--- config.mk ---
export PLATFORM = sky130hd
export DESIGN_NAME = stta_cell
export DESIGN_NICKNAME = d
export VERILOG_FILES = /design/src/hdl/stta_pkg.sv /design/src/hdl/stta_cell.sv
export SDC_FILE = /design/constraint.sdc
export NUM_CORES = 1
export LEC_CHECK = 0
export BUFFER_PORTS_ARGS = -buffer_cell sky130_fd_sc_hd__buf_2
export CORE_ASPECT_RATIO = 1.2
export CORE_MARGIN = 5
export CORE_UTILIZATION = 52
export CTS_CLUSTER_DIAMETER = 40
export DETAILED_ROUTE_END_ITERATION = 8
export PLACE_DENSITY = 0.89
export SYNTH_ARGS = -nofsm -noshare
export SYNTH_HDL_FRONTEND = slang
export SYNTH_SLANG_ARGS = --single-unit
--- constraint.sdc ---
create_clock -name clk -period 5.7 [get_ports clk]
set_input_delay 0.285 -clock clk [delete_from_list [all_inputs] [get_ports clk]]
set_output_delay 0.285 -clock clk [all_outputs]
set_load 0.01 [all_outputs]
--- src/hdl/stta_pkg.sv ---
// Shared constants, codes and control types for the sorted term table accumulator.
`default_nettype none
package stta_pkg;

	// Table geometry
	localparam int MAX_TERMS = 32;
	localparam int IDXW      = (MAX_TERMS > 1) ? $clog2(MAX_TERMS) : 1;
	localparam int CNTW      = $clog2(MAX_TERMS + 1);
	localparam int CMPW      = (CNTW > 6) ? CNTW : 6;

	// Operation codes
	localparam logic [2:0] FUNC_INSERT  = 3'd0;
	localparam logic [2:0] FUNC_REMOVE  = 3'd1;
	localparam logic [2:0] FUNC_SEARCH  = 3'd2;
	localparam logic [2:0] FUNC_CLEAR   = 3'd3;
	localparam logic [2:0] FUNC_READOUT = 3'd4;

	// Status codes
	localparam logic [1:0] ST_OK       = 2'd0;
	localparam logic [1:0] ST_FULL     = 2'd1;
	localparam logic [1:0] ST_BADPOS   = 2'd2;
	localparam logic [1:0] ST_NOTFOUND = 2'd3;

	// Broadcast command from the sequencer to every cell
	typedef struct packed {
		logic                  ins_add;  // accumulate into matching term
		logic                  ins_new;  // open a gap and place the key term
		logic                  rem;      // close the gap at pos
		logic                  rot;      // rotate the occupied cells by one
		logic signed [15:0]    key_ex;
		logic signed [31:0]    key_co;
		logic [CMPW-1:0]       pos;
		logic [CNTW-1:0]       count;
	} stta_cmd_t;

	// Reported positions and counts are taken modulo 64
	function automatic logic [5:0] to_pos6(input logic [CMPW-1:0] v);
		return v[5:0];
	endfunction

	function automatic logic [5:0] cnt6(input logic [CNTW-1:0] c);
		logic [CMPW-1:0] t;
		t = CMPW'(c);
		return t[5:0];
	endfunction

endpackage
`default_nettype wire

--- src/hdl/stta_cell.sv ---
// One table cell: holds a term, compares it with the key and shifts with its neighbours.
`default_nettype none
module stta_cell
	import stta_pkg::*;
(
	input  wire logic               clk,
	input  wire stta_cmd_t          cmd,
	input  wire logic [IDXW-1:0]    idx,
	input  wire logic               prev_gt,
	input  wire logic signed [15:0] prev_ex,
	input  wire logic signed [31:0] prev_co,
	input  wire logic signed [15:0] next_ex,
	input  wire logic signed [31:0] next_co,
	input  wire logic signed [15:0] head_ex,
	input  wire logic signed [31:0] head_co,
	output logic signed [15:0]      ex,
	output logic signed [31:0]      co,
	output logic                    gt,
	output logic                    eq,
	output logic signed [31:0]      sum,
	output logic                    rsel
);

	logic signed [15:0] ex_q;
	logic signed [31:0] co_q;
	logic               occ;
	logic               tail;
	logic [CMPW-1:0]    idx_p1;

	// Occupancy and key comparison
	always_comb begin
		occ    = CNTW'(idx) < cmd.count;
		tail   = (CNTW'(idx) + CNTW'(1)) == cmd.count;
		idx_p1 = CMPW'(idx) + CMPW'(1);
		gt     = occ && (ex_q > cmd.key_ex);
		eq     = occ && (ex_q == cmd.key_ex);
		sum    = co_q + cmd.key_co;
		rsel   = idx_p1 == cmd.pos;
	end

	// Term storage: accumulate, shift down, shift up or rotate
	always_ff @(posedge clk) begin
		if (cmd.ins_add && eq) begin
			co_q <= sum;
		end else if (cmd.ins_new && !gt) begin
			if (prev_gt) begin
				ex_q <= cmd.key_ex;
				co_q <= cmd.key_co;
			end else begin
				ex_q <= prev_ex;
				co_q <= prev_co;
			end
		end else if (cmd.rem && (idx_p1 >= cmd.pos)) begin
			ex_q <= next_ex;
			co_q <= next_co;
		end else if (cmd.rot && occ) begin
			if (tail) begin
				ex_q <= head_ex;
				co_q <= head_co;
			end else begin
				ex_q <= next_ex;
				co_q <= next_co;
			end
		end
	end

	assign ex = ex_q;
	assign co = co_q;

endmodule
`default_nettype wire

==> flow_metrics.env <==
export IMPL_comb_power_share_pct=62.6
export IMPL_critPathMaxFanout=66
export IMPL_period_needed_ns=3.97
export IMPL_h_tree_depth=2
export IMPL_insertion_delay_ns=0.29
export IMPL_outcome="finished, final reports clean"
export IMPL_max_cap_violations=0
export IMPL_max_slew_margin_rel_pct=20.3
export IMPL_area_delta_synth_final_pct=28.4
export IMPL_setup_viol=0
export IMPL_synth_enable_flop_cells=48
export IMPL_cts_hold_buf=0
export IMPL_die_y_um=128
export IMPL_rows=43
export IMPL_final_util_pct=67.7
export IMPL_grt_usage_pct=26.2
export IMPL_cts_path_max_buffers=2
export IMPL_mostFrequentLayoutCell="buf_2"
export IMPL_r2r_start="ex[15]"
export IMPL_yosysWarnings=0
export IMPL_grt_max_degree=67
export IMPL_p_per_area_mw_per_mm2=318
export IMPL_drtIter0Drc=308
export IMPL_cts_buffers=5
export IMPL_initial_utilization_pct=52.7
export IMPL_syn_cell_area_mm2=0.00604
export IMPL_worstPathArrival_ns=3.88
export IMPL_post_synth_inst_count=666
export IMPL_p_leak_nw=4.13
export IMPL_syn_avg_cell_area_um2=9.08
export IMPL_rsz0062_at_grt="no"
export IMPL_tightestPinTransition_ns=1.20
export IMPL_synth_seq_cells=48
export IMPL_hold_start="cmd[53]"
export IMPL_grt_ovfl_total=0
export IMPL_r2r_slack_ns=1.73
export IMPL_cts_tree="done"
export IMPL_vias=6283
export IMPL_via_per_inst=5.72
export IMPL_grt_pass1_wl_um=29400
export IMPL_seq_area_frac_synth_pct=23.8
export IMPL_switchingPower_w=0.00108
export IMPL_cts_resized=0
export IMPL_layout_common_cells="297 x buf_2, 98 x mux2i_1, 59 x a21oi_1, 59 x ha_1, 48 x edfxtp_1"
export IMPL_drc=0
export IMPL_hold_viol=0
export IMPL_finalPower_w=0.00247
export IMPL_cts_root_buf="clkbuf_16"
export IMPL_dp_hpwl_um=15800
export IMPL_drive_above_1_share_pct=36.2
export IMPL_p_int_w=0.00139
export IMPL_yosys_cell_types_count=58
export IMPL_routedWlPerCell_um=17.5
export IMPL_period_share_pct=69.6
export IMPL_dieArea_mm2=0.0139
export IMPL_wl_um=19200
export IMPL_grt_pass1_vias=6350
export IMPL_syn_nets=941
export IMPL_timing_fmax_mhz=252
export IMPL_cp_end_kind="flip-flop"
export IMPL_netSwitchingFraction_pct=43.7
export IMPL_drtPass1Iterations=5
export IMPL_cp_data_required_time_ns=5.61
export IMPL_antenna_left=0
export IMPL_clk_pin_slew_worst_paths_ns=0.07
export IMPL_cp_start_kind="flip-flop"
export IMPL_ioPinCount=298
export IMPL_clkPwrFrac_pct=13.9
export IMPL_r2r_end="ex[4]"
export IMPL_crit_type="flip-flop to flip-flop"
export IMPL_synthArstFlopShare_pct=0
export IMPL_hold_path_depth=3
export IMPL_seq_power_share_pct=23.4
export IMPL_io_buffers=297
export IMPL_holdPathEnd="ex[9]"
export IMPL_clock_sinks=48
export IMPL_hp_class="input pin to flip-flop"
export IMPL_fin_nets=1213
export IMPL_r2r_cells=8
export IMPL_finalSetupTns_ns=0
export IMPL_antenna_found_initial=2
export IMPL_synth_main_ff_cell="edfxtp_1"
export IMPL_place_congestion=0.921
export IMPL_skew_ns=0.00650
export IMPL_vdd_drop_max_v=0.000209
export IMPL_num_fill_cells=914
export IMPL_post_cts_buffers=0
export IMPL_die_x_um=108
export IMPL_drv_slew=0
export IMPL_core_area_mm2=0.0115
-- logic make-up (layout without fill, tap and decap cells) --
kind of cell	after synthesis	count (layout)	share of synthesized area (%)
buffers and inverters	75	348	5.30
xor gates and xnor gates	35	35	5.07
muxes	131	131	22.6
other	0	2	0
AOI/OAI and AO/OA	170	170	18.0
DFF	48	48	23.8
adders and majority gates	60	60	12.5
and+or+nand+nor	147	147	12.7
-- per-stage QoR --
stage | cell area (um^2) | cells | hold slack, ns | setup WS [ns]
2_1_floorplan | 6040 | 666 | 0.537 | 1.85
3_3_place_gp | 7590 | 1088 | 0.680 | 1.89
3_5_place_dp | 7590 | 1088 | 0.677 | 1.65
4_1_cts | 7760 | 1096 | 0.376 | 1.67
5_1_grt | 7760 | 1098 | 0.397 | 1.44
6_report | 7760 | 1098 | 0.383 | 1.73
-- worst max path at each step --
| stage | startpoint | endpoint | depth (start not counted) |
|---|---|---|---|
| floorplan | ex[15] | co[0] | 11 |
| global placement | cmd[59] | ex[4] | 10 |
| detailed placement | cmd[59] | ex[2] | 10 |
| CTS | ex[15] | ex[4] | 8 |
| global route | ex[15] | ex[9] | 8 |
| finish | ex[15] | ex[4] | 8 |
-- routing by layer --
| layer | vias up | GRT usage (%) | wire length [um] |
|---|---|---|---|
| met2 | 288 | 49.1 | 9910 |
| met1 | 2900 | 28.3 | 7190 |
| met5 | - | 0 | 0 |
| met4 | 0 | 10.8 | 654 |
| met3 | 48 | 5.09 | 1480 |
| li1 | 3047 | - | - |
-- sequential cells by signal (all words and copies together) (netlist names) --
name and count:
co 32, ex 16
-- Yosys cell counts (5+ instances only) --
cell type,count,area [um^2]
o21ai_1,21,105
o21bai_1,6,45.0
a31oi_1,5,31.3
nand4_1,8,50.1
nor2b_1,24,150
o21ai_0,13,65.1
nor2_1,24,90.1
nand2_1,38,143
nand3_1,13,65.1
buf_2,10,50.1
o21a_1,5,37.5
a21o_1,14,105
ha_1,59,738
and3_1,9,56.3
edfxtp_1,48,1440
mux2_2,17,191
mux2_1,13,146
inv_1,38,143
a211oi_1,24,180
nor3_1,9,45.0
a21oi_1,59,295
xnor2_1,26,228
xor2_1,9,78.8
mux2i_1,98,981
clkbuf_1,21,78.8
-- power groups by stage --
stage	Combinational, W	Clock [W]	Sequential (W)
after floorplan	0.000955	0	0.000628
after global placement	0.00151	0	0.000578
after detailed placement	0.00154	0	0.000584
after CTS	0.00154	0.000350	0.000577
after global routing	0.00169	0.000361	0.000587
final	0.00154	0.000343	0.000578
-- critical path, cell delays in order (launching register included) --
cell	delay (ns)
edfxtp_1	0.39
ha_1	0.36
nand4_1	0.16
nor4_1	0.45
and4_1	0.30
nor3b_1	0.06
mux2_4	0.29
nand2b_4	0.57
a31oi_2	1.00
-- final cells by class --
cell class / count / area, um^2 / area share, %
multi-input cells: 543 / 4290 / 55.3
repair buffers: 301 / 1520 / 19.5
flip-flops and latches: 48 / 1440 / 18.6
well taps: 157 / 196 / 2.53
inverters: 39 / 146 / 1.89
clock buffers: 5 / 125 / 1.61
clock inverters: 3 / 42.5 / 0.548
diodes: 2 / 5.00 / 0.0645
(Power assumes the default switching activity.)
